--- src/hdl/srt_ram.sv ---
// srt_ram: generic simple dual-port RAM, one write and one registered read per cycle.
// No dependencies.
module srt_ram #(
	parameter int WIDTH = 8,
	parameter int DEPTH = 16
) (
	input  logic                     clk,
	input  logic                     we,
	input  logic [$clog2(DEPTH)-1:0] waddr,
	input  logic [WIDTH-1:0]         wdata,
	input  logic                     re,
	input  logic [$clog2(DEPTH)-1:0] raddr,
	output logic [WIDTH-1:0]         rdata
);

	logic [WIDTH-1:0] mem_q [DEPTH];

	always_ff @(posedge clk) begin
		if (we) begin
			mem_q[waddr] <= wdata;
		end
		if (re) begin
			rdata <= mem_q[raddr];
		end
	end

endmodule

--- config.mk ---
export PLATFORM = sky130hd
export DESIGN_NAME = srt_ram
export DESIGN_NICKNAME = d
export VERILOG_FILES = /design/src/hdl/srt_ram.sv
export SDC_FILE = /design/constraint.sdc
export NUM_CORES = 1
export LEC_CHECK = 0
export BUFFER_PORTS_ARGS = -buffer_cell sky130_fd_sc_hd__buf_4
export CAP_MARGIN = 10
export CORE_AREA = 5 5 139 141
export CTS_CLUSTER_SIZE = 14
export DETAILED_ROUTE_END_ITERATION = 7
export DIE_AREA = 0 0 144 146
export SYNTH_ARGS = -nofsm -noshare
export SYNTH_HDL_FRONTEND = slang
export SYNTH_SLANG_ARGS = --single-unit
export TNS_END_PERCENT = 30
--- constraint.sdc ---
create_clock -name clk -period 2.3 [get_ports clk]
set_clock_uncertainty 0.05 [all_clocks]
set_input_delay 0.23 -clock clk [delete_from_list [all_inputs] [get_ports clk]]
set_output_delay 0.23 -clock clk [all_outputs]
set_load 0.02 [all_outputs]
==> flow_summary.json <==
{
  "holdBufCountCts": 0,
  "port_buffers": 26,
  "synth-seq-cells": 136,
  "instances_no_fill": 525,
  "drt-total-wl_mm": 10.4,
  "worstReg2RegStart": "mem_q[1][5]$_DFFE_PP_",
  "post_cts_resized": 0,
  "place_area_sq_um": 5790,
  "rows": 49,
  "period_share_pct": 67.1,
  "yosysTopAreaCellShare_pct": 78.1,
  "clock_latency_ns": 0.40,
  "cp_slowest_stage_delay_ns": 0.50,
  "gr-total-overflow": 0,
  "gp_congestion": 0.706,
  "finish.utilization_pct": 35.5,
  "p_leak_nw": 2.11,
  "cp_num_cells": 3,
  "max_clock_freq_mhz": 648,
  "report.final.setup_viol": 0,
  "finalSetupTns_ns": 0,
  "cp_cell_sequence": "mux4_1 > a22oi_1 > nand2_1",
  "critPathBufInv": 0,
  "cp.required_ns": 2.40,
  "viasPerCell": 4.71,
  "synth.largest_area_cell": "edfxtp_1",
  "synth.area.top_cells": "edfxtp_1 78%, mux4_2 7.8%, mux4_1 7.0%",
  "maxCapViolations": 0,
  "ioPinCount": 27,
  "cp-start-kind": "flip-flop",
  "seq_area_frac_synth_pct": 78.1,
  "nets": 303,
  "hold_depth": 1,
  "antenna_found_initial": 0,
  "n_fill_cell": 1647,
  "relSlewSlack_pct": 68.3,
  "die_x_um": 144,
  "dr.pass1.iters": 4,
  "fin_crit_ns": 1.54,
  "multi_input_area_sq_um": 1060,
  "clk_path_buf_depth": 2,
  "crit_path_top_delay_cell": "mux4_1",
  "drive_gt1_share_pct": 31.1,
  "clk_pin_slew_ns": 0.05,
  "rsz0062_at_grt": "no",
  "netlist_area_sq_um": 5230,
  "clock_sinks": 136,
  "coreArea_sq_um": 17800,
  "syn2layout_area_growth_pct": 21.1,
  "grt_pass1_wl_mm": 15.8,
  "ant_nets": 0,
  "worstSetupPathType": "reg -> reg",
  "grt_pass1_vias": 2573,
  "cts_tree": "done",
  "vdd_ir_drop_max_uv": 625,
  "cts_buffers": 17,
  "synth.net_count": 248,
  "root_buffer": "clkbuf_16",
  "r2r_end": "rdata[5]$_DFFE_PP_",
  "drtIter0Drc": 186,
  "yosysUniqueCellTypes": 18,
  "antenna_cells": 0,
  "powerDensity_nw_per_um2": 884,
  "holdPathEnd": "mem_q[6][5]$_DFFE_PP_",
  "hold_violations": 0,
  "final_cell_area_sq_um": 6330,
  "hold_start": "wdata[5]",
  "hpwl_mm": 6.67,
  "cts_setup_buffers": 0,
  "dp_cells": 494,
  "avgSynthCellArea_sq_um": 22.8,
  "die_h_um": 146,
  "track_usage_pct": 10.4,
  "reg2reg_depth": 3,
  "grt_max_degree": 33,
  "cp-end-kind": "flip-flop",
  "regArea_sq_um": 4080,
  "synth_cells": 229,
  "status": "complete, no violations",
  "dieArea_sq_um": 21000,
  "h-tree-depth": 4,
  "start_util_pct": 29.3,
  "drc": 0,
  "worstPathMaxFanout": 1,
  "hp-class": "in -> reg",
  "crit_family": "multiplexers",
  "worstPathArrival_ns": 1.64,
  "num_vias": 2473,
  "routedWlPerCell_um": 19.9,
  "ys_warn_count": 0,
  "tightest_slew_ns": 0.476,
  "slew_violations": 0,
  "rrSetupSlack_ns": 0.76
}
## kinds of logic after synthesis
group / share of synthesized area, %
compound gates: 2.30
buf+inv: 1.65
flops: 78.1
mux: 14.8
simple gates: 3.14
## cell usage in the layout, fill, tap and decap left out
cell        synthesis  routed
mux4_1             14      14
nor3_1              4       4
and2_1              1       1
buf_4               1      45
a22oi_1            16      16
bufinv_16           0       2
and2b_1             1       1
nand3_1             1       1
clkinv_1            0       2
nor2b_1             1       1
nor2_1             13      13
buf_12              0       1
edfxtp_1          136     136
clkbuf_1            0       2
nand2_1             9       9
nand3b_1            2       2
clkinvlp_4          0       1
clkbuf_16           0      17
clkinv_2            0       7
nand2b_1            2       2
or3b_2              1       1
mux4_2             18      18
## routing by layer
metal / wire length, um / part of all wire [%] / track usage, % / vias up
li1: - / - / - / 1090
met1: 4840 / 46 / 14.8 / 1295
met2: 4840 / 46 / 15.1 / 78
met3: 657 / 6.3 / 3.78 / 10
met4: 83 / 0.80 / 2.68 / 0
met5: 0 / 0 / 0 / -
## area by class of cell
| class | instances | area share, % |
|---|---|---|
| clock inverters | 12 | 1.74 |
| repair buffers | 46 | 5.65 |
| well taps | 229 | 4.53 |
| multi-input cells | 83 | 16.7 |
| clock buffers | 19 | 6.84 |
| flip-flops and latches | 136 | 64.5 |
## registers in the layout, summed over array words and instances (netlist names)
signal and count:
mem_q 128, rdata 8
## cell usage after synthesis, drive strengths merged
| master | number |
|---|---|
| nor3 | 4 |
| nand2 | 9 |
| nand3 | 1 |
| and2 | 1 |
| nor2b | 1 |
| edfxtp | 136 |
| nor2 | 13 |
| a22oi | 16 |
| clkdlybuf4s25 | 3 |
| and2b | 1 |
| buf | 7 |
| nand3b | 2 |
| or3b | 1 |
| nand2b | 2 |
| mux4 | 32 |
## stage by stage
step	hold WS (ns)	setup WS [ns]	power [W]
global placement	0.486	0.460	0.00314
CTS	0.0731	0.730	0.00565
detailed placement	0.498	0.436	0.00315
floorplan	0.279	0.527	0.00301
finish	0.0811	0.757	0.00559
global route	0.0720	0.693	0.00580
## power by group
part           switching (W)  internal, W  total (W)
sequential         0.0000154      0.00279    0.00281
clock               0.000935      0.00156    0.00250
combinational       0.000162     0.000124   0.000286
total                0.00111      0.00448    0.00559
## worst max path at each step
stage                                      from               endpoint
after global routing      mem_q[3][6]$_DFFE_PP_     rdata[6]$_DFFE_PP_
after detailed placement               raddr[0]     rdata[2]$_DFFE_PP_
final                     mem_q[1][5]$_DFFE_PP_     rdata[5]$_DFFE_PP_
after floorplan                        waddr[2]  mem_q[0][0]$_DFFE_PP_
after CTS                 mem_q[3][6]$_DFFE_PP_     rdata[6]$_DFFE_PP_
after global placement                 raddr[0]     rdata[3]$_DFFE_PP_
(Power assumes the default switching activity.)
