`config.mk`:
```
export PLATFORM = sky130hd
export DESIGN_NAME = srt_engine_flat
export DESIGN_NICKNAME = d
export VERILOG_FILES = /design/src/hdl/srt_pkg.sv /design/src/hdl/srt_if.sv /design/src/hdl/srt_engine.sv /design/src/flat_wrapper.sv
export SDC_FILE = /design/constraint.sdc
export NUM_CORES = 1
export LEC_CHECK = 0
export BUFFER_PORTS_ARGS = -buffer_cell sky130_fd_sc_hd__buf_2
export CORE_UTILIZATION = 50
export DETAILED_ROUTE_END_ITERATION = 10
export GPL_TIMING_DRIVEN = 0
export MAX_ROUTING_LAYER = met4
export PLACE_DENSITY = 0.87
export REMOVE_ABC_BUFFERS = 1
export SETUP_SLACK_MARGIN = 0.1
export SLEW_MARGIN = 0
export SYNTH_ARGS = -nofsm -noshare
export SYNTH_HDL_FRONTEND = slang
export SYNTH_SLANG_ARGS = --single-unit
```
`constraint.sdc`:
```
create_clock -name clk -period 12.75 [get_ports clk]
set_clock_uncertainty 0.2 [all_clocks]
set_input_delay 0 -clock clk [delete_from_list [all_inputs] [get_ports clk]]
set_output_delay 0 -clock clk [all_outputs]
set_load 0.01 [all_outputs]
```
`src/hdl/srt_pkg.sv`:
```
// srt_pkg: sizes, codes, record types and field checks for the sorted record table.
// No dependencies; imported by srt_engine, sorted_record_table and srt_checker.
package srt_pkg;

	localparam int CAPACITY = 64;
	localparam int IDX_W    = $clog2(CAPACITY);
	localparam int CNT_W    = $clog2(CAPACITY + 1);
	localparam int OUT_W    = 7;
	localparam int KEY_W    = 40;
	localparam int HANDLE_W = 32;

	localparam logic [5:0]  DAY_MAX   = 6'd32;
	localparam logic [3:0]  MONTH_MAX = 4'd13;
	localparam logic [11:0] YEAR_MIN  = 12'd1900;
	localparam logic [11:0] YEAR_MAX  = 12'd2010;
	localparam logic [7:0]  BLD_A     = 8'h41;
	localparam logic [7:0]  BLD_B     = 8'h42;
	localparam logic [7:0]  BLD_C     = 8'h43;

	typedef enum logic [1:0] {
		FN_LOOKUP = 2'd0,
		FN_INSERT = 2'd1,
		FN_DELETE = 2'd2,
		FN_UPDATE = 2'd3
	} func_t;

	typedef enum logic [2:0] {
		ST_OK           = 3'd0,
		ST_NOT_FOUND    = 3'd1,
		ST_DUPLICATE    = 3'd2,
		ST_FULL         = 3'd3,
		ST_BAD_DATE     = 3'd4,
		ST_BAD_BUILDING = 3'd5
	} status_t;

	typedef struct packed {
		logic [7:0]  building;
		logic [3:0]  grant;
		logic [11:0] year;
		logic [3:0]  month;
		logic [5:0]  day;
	} detail_t;

	typedef struct packed {
		logic [KEY_W-1:0]    key;
		detail_t             detail;
		logic [HANDLE_W-1:0] handle;
	} entry_t;

	localparam int ENTRY_W = $bits(entry_t);

	typedef struct packed {
		func_t               func;
		logic [KEY_W-1:0]    key;
		detail_t             detail;
		logic [HANDLE_W-1:0] handle;
	} cmd_t;

	typedef struct packed {
		status_t             status;
		logic [OUT_W-1:0]    position;
		logic [OUT_W-1:0]    entry_count;
		detail_t             detail;
		logic [HANDLE_W-1:0] handle;
	} res_t;

	typedef struct packed {
		logic             re;
		logic [IDX_W-1:0] raddr;
		logic             we;
		logic [IDX_W-1:0] waddr;
		entry_t           wdata;
	} ram_req_t;

	function automatic logic date_ok(detail_t d);
		return (d.day <= DAY_MAX) && (d.month <= MONTH_MAX) &&
			(d.year >= YEAR_MIN) && (d.year <= YEAR_MAX);
	endfunction

	function automatic logic building_ok(detail_t d);
		return (d.building == BLD_A) || (d.building == BLD_B) || (d.building == BLD_C);
	endfunction

endpackage

```
`src/hdl/srt_if.sv`:
```
// srt_req_if / srt_rsp_if: valid-ready channels carrying one item each.
// No dependencies.
interface srt_req_if;
	logic        valid;
	logic        ready;
	logic [1:0]  func;
	logic [39:0] key;
	logic [5:0]  birth_day;
	logic [3:0]  birth_month;
	logic [11:0] birth_year;
	logic [3:0]  grant_level;
	logic [7:0]  building;
	logic [31:0] name_handle;

	modport source (output valid, func, key, birth_day, birth_month, birth_year,
		grant_level, building, name_handle, input ready);
	modport sink (input valid, func, key, birth_day, birth_month, birth_year,
		grant_level, building, name_handle, output ready);
	modport monitor (input valid, ready, func, key, birth_day, birth_month,
		birth_year, grant_level, building, name_handle);
endinterface


```
`src/hdl/srt_engine.sv`:
```
// srt_engine: binary search and shift sequencer over the record RAM.
// Depends on srt_pkg and srt_req_if; drives the RAM through a ram_req_t.
module srt_engine import srt_pkg::*; (
	input  logic     clk,
	input  logic     arst_n,
	srt_req_if.sink  req,
	output logic     res_valid,
	input  logic     res_ready,
	output res_t     res,
	output ram_req_t ram_req,
	input  entry_t   ram_rdata
);

	typedef enum logic [7:0] {
		S_IDLE   = 8'b0000_0001,
		S_PROBE  = 8'b0000_0010,
		S_CMP    = 8'b0000_0100,
		S_DECIDE = 8'b0000_1000,
		S_SHIFT  = 8'b0001_0000,
		S_TAIL   = 8'b0010_0000,
		S_WRITE  = 8'b0100_0000,
		S_RESULT = 8'b1000_0000
	} state_t;

	state_t           state_q;
	logic [CNT_W-1:0] count_q;
	logic             pend_s1;
	logic [IDX_W-1:0] waddr_s1;

	cmd_t             cmd_q;
	logic [CNT_W-1:0] lo_q, hi_q, pos_q;
	logic [IDX_W-1:0] mid_q, j_q, end_q;
	logic             hit_q, ins_q, wr_after_q;
	entry_t           fnd_q;
	res_t             res_q;

	logic [CNT_W-1:0] mid_sum;
	logic             range_ok, key_hit, key_lt, last_j;
	logic             d_ok, b_ok;
	status_t          dec_status;
	logic             dec_show_fnd, dec_show_new, dec_shift, dec_write, dec_ins;
	logic [CNT_W-1:0] dec_count;
	entry_t           new_entry;

	assign mid_sum   = lo_q + ((hi_q - lo_q) >> 1);
	assign range_ok  = lo_q < hi_q;
	assign key_hit   = ram_rdata.key == cmd_q.key;
	assign key_lt    = cmd_q.key < ram_rdata.key;
	assign last_j    = j_q == end_q;
	assign d_ok      = date_ok(cmd_q.detail);
	assign b_ok      = building_ok(cmd_q.detail);
	assign new_entry = '{key: cmd_q.key, detail: cmd_q.detail, handle: cmd_q.handle};

	assign req.ready = state_q == S_IDLE;
	assign res_valid = state_q == S_RESULT;
	assign res       = res_q;

	// RAM port: probe reads, shift reads, delayed shift writes, final store
	always_comb begin
		ram_req.re    = ((state_q == S_PROBE) && range_ok) || (state_q == S_SHIFT);
		ram_req.raddr = (state_q == S_SHIFT) ? j_q : mid_sum[IDX_W-1:0];
		ram_req.we    = pend_s1 || (state_q == S_WRITE);
		ram_req.waddr = pend_s1 ? waddr_s1 : pos_q[IDX_W-1:0];
		ram_req.wdata = pend_s1 ? ram_rdata : new_entry;
	end

	// decision after the search
	always_comb begin
		dec_status   = ST_OK;
		dec_show_fnd = 1'b0;
		dec_show_new = 1'b0;
		dec_shift    = 1'b0;
		dec_write    = 1'b0;
		dec_ins      = 1'b0;
		dec_count    = count_q;
		unique case (cmd_q.func)
			FN_LOOKUP: begin
				if (hit_q) dec_show_fnd = 1'b1;
				else dec_status = ST_NOT_FOUND;
			end
			FN_INSERT: begin
				priority if (hit_q) begin
					dec_status   = ST_DUPLICATE;
					dec_show_fnd = 1'b1;
				end else if (!d_ok) begin
					dec_status = ST_BAD_DATE;
				end else if (!b_ok) begin
					dec_status = ST_BAD_BUILDING;
				end else if (count_q >= CNT_W'(CAPACITY)) begin
					dec_status = ST_FULL;
				end else begin
					dec_show_new = 1'b1;
					dec_ins      = 1'b1;
					dec_write    = 1'b1;
					dec_shift    = count_q > pos_q;
					dec_count    = count_q + CNT_W'(1);
				end
			end
			FN_DELETE: begin
				if (!hit_q) begin
					dec_status = ST_NOT_FOUND;
				end else begin
					dec_show_fnd = 1'b1;
					dec_shift    = (pos_q + CNT_W'(1)) < count_q;
					dec_count    = count_q - CNT_W'(1);
				end
			end
			FN_UPDATE: begin
				priority if (!hit_q) begin
					dec_status = ST_NOT_FOUND;
				end else if (!d_ok) begin
					dec_status   = ST_BAD_DATE;
					dec_show_fnd = 1'b1;
				end else if (!b_ok) begin
					dec_status   = ST_BAD_BUILDING;
					dec_show_fnd = 1'b1;
				end else begin
					dec_show_new = 1'b1;
					dec_write    = 1'b1;
				end
			end
			default: dec_status = ST_NOT_FOUND;
		endcase
	end

	always_ff @(posedge clk or negedge arst_n) begin
		if (!arst_n) begin
			state_q <= S_IDLE;
			count_q <= '0;
			pend_s1 <= 1'b0;
		end else begin
			pend_s1 <= state_q == S_SHIFT;
			unique case (state_q)
				S_IDLE:   if (req.valid) state_q <= S_PROBE;
				S_PROBE:  state_q <= range_ok ? S_CMP : S_DECIDE;
				S_CMP:    state_q <= key_hit ? S_DECIDE : S_PROBE;
				S_DECIDE: begin
					count_q <= dec_count;
					if (dec_shift) state_q <= S_SHIFT;
					else if (dec_write) state_q <= S_WRITE;
					else state_q <= S_RESULT;
				end
				S_SHIFT:  if (last_j) state_q <= S_TAIL;
				S_TAIL:   state_q <= wr_after_q ? S_WRITE : S_RESULT;
				S_WRITE:  state_q <= S_RESULT;
				S_RESULT: if (res_ready) state_q <= S_IDLE;
				default:  state_q <= S_IDLE;
			endcase
		end
	end

	always_ff @(posedge clk) begin
		unique case (state_q)
			S_IDLE: begin
				if (req.valid) begin
					cmd_q.func   <= func_t'(req.func);
					cmd_q.key    <= req.key;
					cmd_q.detail <= '{building: req.building, grant: req.grant_level,
						year: req.birth_year, month: req.birth_month, day: req.birth_day};
					cmd_q.handle <= req.name_handle;
					lo_q         <= '0;
					hi_q         <= count_q;
				end
			end
			S_PROBE: begin
				mid_q <= mid_sum[IDX_W-1:0];
				if (!range_ok) begin
					hit_q <= 1'b0;
					pos_q <= lo_q;
				end
			end
			S_CMP: begin
				priority if (key_hit) begin
					hit_q <= 1'b1;
					pos_q <= CNT_W'(mid_q);
					fnd_q <= ram_rdata;
				end else if (key_lt) begin
					hi_q <= CNT_W'(mid_q);
				end else begin
					lo_q <= CNT_W'(mid_q) + CNT_W'(1);
				end
			end
			S_DECIDE: begin
				ins_q      <= dec_ins;
				wr_after_q <= dec_write;
				if (dec_ins) begin
					j_q   <= IDX_W'(count_q - CNT_W'(1));
					end_q <= pos_q[IDX_W-1:0];
				end else begin
					j_q   <= IDX_W'(pos_q + CNT_W'(1));
					end_q <= IDX_W'(count_q - CNT_W'(1));
				end
				res_q.status      <= dec_status;
				res_q.position    <= OUT_W'(pos_q);
				res_q.entry_count <= OUT_W'(dec_count);
				priority if (dec_show_new) begin
					res_q.detail <= cmd_q.detail;
					res_q.handle <= cmd_q.handle;
				end else if (dec_show_fnd) begin
					res_q.detail <= fnd_q.detail;
					res_q.handle <= fnd_q.handle;
				end else begin
					res_q.detail <= '0;
					res_q.handle <= '0;
				end
			end
			S_SHIFT: begin
				if (ins_q) begin
					j_q      <= j_q - IDX_W'(1);
					waddr_s1 <= j_q + IDX_W'(1);
				end else begin
					j_q      <= j_q + IDX_W'(1);
					waddr_s1 <= j_q - IDX_W'(1);
				end
			end
			S_TAIL, S_WRITE, S_RESULT: begin
			end
			default: begin
			end
		endcase
	end

endmodule

```
`src/flat_wrapper.sv`:
```
// flat-port wrapper written by rule: the top's interface ports become plain ports
module srt_engine_flat import srt_pkg::*;
  (clk, arst_n, res_valid, res_ready, res, ram_req, ram_rdata, req_valid, req_func, req_key, req_birth_day, req_birth_month, req_birth_year, req_grant_level, req_building, req_name_handle, req_ready);
  srt_req_if req_i ();
  input  logic clk;
  input  logic arst_n;
  output logic res_valid;
  input  logic res_ready;
  output res_t res;
  output ram_req_t ram_req;
  input  entry_t ram_rdata;
  input wire logic [$bits(req_i.valid)-1:0] req_valid;
  input wire logic [$bits(req_i.func)-1:0] req_func;
  input wire logic [$bits(req_i.key)-1:0] req_key;
  input wire logic [$bits(req_i.birth_day)-1:0] req_birth_day;
  input wire logic [$bits(req_i.birth_month)-1:0] req_birth_month;
  input wire logic [$bits(req_i.birth_year)-1:0] req_birth_year;
  input wire logic [$bits(req_i.grant_level)-1:0] req_grant_level;
  input wire logic [$bits(req_i.building)-1:0] req_building;
  input wire logic [$bits(req_i.name_handle)-1:0] req_name_handle;
  output wire logic [$bits(req_i.ready)-1:0] req_ready;
  assign req_i.valid = req_valid;
  assign req_i.func = req_func;
  assign req_i.key = req_key;
  assign req_i.birth_day = req_birth_day;
  assign req_i.birth_month = req_birth_month;
  assign req_i.birth_year = req_birth_year;
  assign req_i.grant_level = req_grant_level;
  assign req_i.building = req_building;
  assign req_i.name_handle = req_name_handle;
  assign req_ready = req_i.ready;
  srt_engine u_core (.clk(clk), .arst_n(arst_n), .req(req_i), .res_valid(res_valid), .res_ready(res_ready), .res(res), .ram_req(ram_req), .ram_rdata(ram_rdata));
endmodule
```
==> metrics.md <==
| Metric | Value |
|---|---|
| TritonCTS clock tree | built |
| WHS Path Cells | 2 |
| DP Wirelength | 33.5 mm |
| Worst-Margin Slew | 1.37 ns |
| Core ar. | 0.0300 mm² |
| Num CTS Buffers | 35 |
| Die H | 178 µm |
| Most frequent cells in the layout | 422 x buf_2, 305 x edfxtp_1, 233 x dlygate4sd3_1, 109 x mux2_2 |
| Seq cells post-synth | 321 |
| Yosys cell types | 68 |
| Largest net degree at the start of global routing | 68 |
| Achievable frequency | 181 MHz |
| Total gr overflow | 0 |
| Final Util | 0.716 |
| Htree depth | 2 |
| Synthesized instance count | 1,131 |
| Power, Total | 3620 µW |
| Post-DR vias/cell | 5.99 |
| Drt first pass iters | 6 |
| Met3 Track Usage GR | 0.0825 |
| Gpl congestion | 0.922 |
| Die Wd | 178 µm |
| Crit path max-delay family | compound AO/OA/AOI/OAI gates |
| I/O Buffers | 422 |
| Clk buf depth | 3 |
| Post-CTS sizing | 0 |
| ANT nets after route | 0 |
| Area of the mapped netlist | 0.0154 mm² |
| Post-route insts no fill | 2,216 |
| Data arrival, critical path | 5.60 ns |
| Worst-path fanout max | 13 |
| Static leakage | 0.00880 µW |
| First-pass GRT wire length | 80.1 mm |
| Area Growth Syn to Fin | 39.3% |
| Vias in the first global route | 13,564 |
| Final nets | 2,085 |
| Slew Limit Fails | 0 |
| Leading cell type in the layout, fill and taps excluded | buf_2 |
| Worst Setup Start Kind | flop |
| Max-Cap Viols | 0 |
| Synth Area per Inst | 13.6 µm² |
| Chain of cells forming the critical path | nor4_1 > o2111ai_1 > a311oi_1 > nand3_1 > inv_1 > a21oi_1 > mux2_2 |
| Most used DFF post-synth | edfxtp_1 |
| Final setup TNS | 0 ns |
| Num Clock Sinks | 321 |
| Min cycle time layout | 5.53 ns |
| Number of synthesized flops with an enable pin | 305 |
| Vias post-DR | 13,277 |
| Synth Warn # | 0 |
| Worst reg-to-reg path cell count | 7 |
| FFs w/ async S/R, synth | 0.0498 |
| Starting DRT DRC Count | 1,344 |
| CP Depth | 7 |
| Kind of critical path | flop to flop |
| Post-synthesis sequential area ratio | 0.621 |
| Status | complete, but fails checks |
| Failing checks | negative hold slack |
| Worst path bufs/invs | 1 |
| Routed len/inst | 24.9 µm |
| Most used routing layer | met2 |
| Worst skew pair latency | 0.52 ns |
| Slew margin rel. | 0.0789 |
| Multi-input gate area | 0.00537 mm² |
| Clock transition at path regs | 0.07 ns |
| Fraction of layout cells with a size suffix above 1 | 0.333 |
| Root Driver | clkbuf_16 |
| GRT Total Usage | 0.352 |
| FF/Latch Area | 0.00956 mm² |
| Critical path's largest stage delay | 1.15 ns |
| PwrDens | 169 mW/mm² |
| VDD IR-drop max | 0.121 mV |
| Nature of the critical path endpoint | flop |
| CP max stage cell | nor4_1 |
| Met2 usage | 0.582 |
| FP Rows | 63 |
| Final Setup Violations | 0 |
| IO Count | 423 |
| Hold crit path type | primary input to flop |
| CP startpoint | u_core.cmd_q[60] |
| Flop-to-flop setup slack | 7.22 ns |
| DRC errors left | 0 |
| Initial Util | 0.514 |
| Fin crit share | 0.434 |
| Final Hold Slack | -0.00202 ns |
| Initial antenna violation count | 11 |
| CP required | 12.82 ns |
| Filler Cells Inserted | 1,836 |
| Reg-to-reg endpoint | u_core.j_q[3] |
| Worst r2r src | u_core.cmd_q[60] |
| RSZ-0062 raised after global routing | false |
| Dpl cells | 1,908 |
| WL final | 55.2 mm |
| Final hold vios | 1 |
| Setup crit end | u_core.j_q[3] |
| Die ar. | 0.0315 mm² |
| Met1 track demand over resource | 0.384 |
==> synth_stat cells (8+ instances only) <==
cell | count | area share
and2_1 | 8 | 0.0032
o22ai_1 | 8 | 0.0032
nand2_1 | 60 | 0.015
a211oi_1 | 8 | 0.0039
nand3_1 | 33 | 0.011
ha_1 | 77 | 0.063
xnor2_1 | 24 | 0.014
nor3_1 | 17 | 0.0055
a22o_1 | 56 | 0.032
nand4_1 | 12 | 0.0049
nor2_1 | 43 | 0.010
nor4_1 | 9 | 0.0037
a21oi_1 | 50 | 0.016
clkbuf_1 | 31 | 0.0076
dfrtp_1 | 15 | 0.024
and3_1 | 8 | 0.0032
a21o_1 | 8 | 0.0039
xor2_1 | 15 | 0.0085
edfxtp_1 | 305 | 0.59
mux2i_1 | 8 | 0.0052
nor2b_1 | 8 | 0.0032
buf_2 | 12 | 0.0039
mux2_2 | 109 | 0.080
o21ai_0 | 42 | 0.014
inv_1 | 78 | 0.019
==> area by class of cell <==
cell class,instances,share of cell area
diodes,13,0.00152
clock buffers,45,0.0436
clock inverters,17,0.00461
inverters,80,0.0142
multi-input cells,685,0.250
flip-flops and latches,321,0.446
well taps,390,0.0227
repair buffers,665,0.217
==> per-stage QoR <==
step                      area (µm²)  setup slack, ns  hold WS [ns]
after floorplan                15200             7.51        -0.496
after global placement         17800             5.94        -0.249
after detailed placement       18100             7.54        -0.245
after CTS                      21400             7.53      0.000418
after global routing           21400             7.11       0.00510
final                          21400             7.22      -0.00202
==> repair_timing <==
item                                   4_1_cts  5_1_grt
endpoints found under the hold margin      194        1
buffers inserted                             0        0
hold buffers                               232        1
==> state kept, by name (all words and copies together), names as in the netlist, 7 cells and up <==
signal	count
u_core.lo_q	7
u_core.hi_q	7
u_core.count_q	7
u_core.cmd_q	108
u_core.pos_q	7
u_core.state_q	8
u_core.res	83
u_core.fnd_q	66
==> power by group <==
group          switching, µW  internal (µW)
clock network            435            522
logic                    660            487
registers                136           1380
==> layer usage <==
| metal | vias to the layer above | part of all wire |
|---|---|---|
| met2 | 1023 | 0.49 |
| li1 | 5630 | - |
| met5 | - | 0 |
| met1 | 6331 | 0.33 |
| met3 | 293 | 0.10 |
| met4 | 0 | 0.072 |
==> logic make-up after synthesis <==
group | after synthesis | share of synthesized area
AO/OA/AOI/OAI | 220 | 0.0992
XOR/XNOR | 39 | 0.0222
adder cells (fa/ha/maj) | 79 | 0.0652
buffers and inverters | 125 | 0.0325
flip-flops | 321 | 0.621
multiplexers | 117 | 0.0849
AND/OR/NAND/NOR | 230 | 0.0754
==> worst reg2reg max path, cell delays in order (launching register included) <==
cell       delay [ns]
edfxtp_1         0.43
nor4_1           1.15
o2111ai_1        0.73
a311oi_1         1.03
nand3_1          0.65
inv_1            0.58
a21oi_1          0.20
mux2_2           0.30
==> how the worst min path moves through the flow <==
stage,startpoint,end,slack [ns]
CTS,req_key[8],u_core.cmd_q[74],0.0004
floorplan,arst_n,u_core.count_q[0],-0.50
global placement,arst_n,u_core.state_q[6],-0.25
finish,req_birth_year[1],u_core.cmd_q[43],-0.002
detailed placement,arst_n,u_core.state_q[6],-0.24
global route,ram_rdata[40],u_core.fnd_q[40],0.005
(Power assumes the default switching activity.)
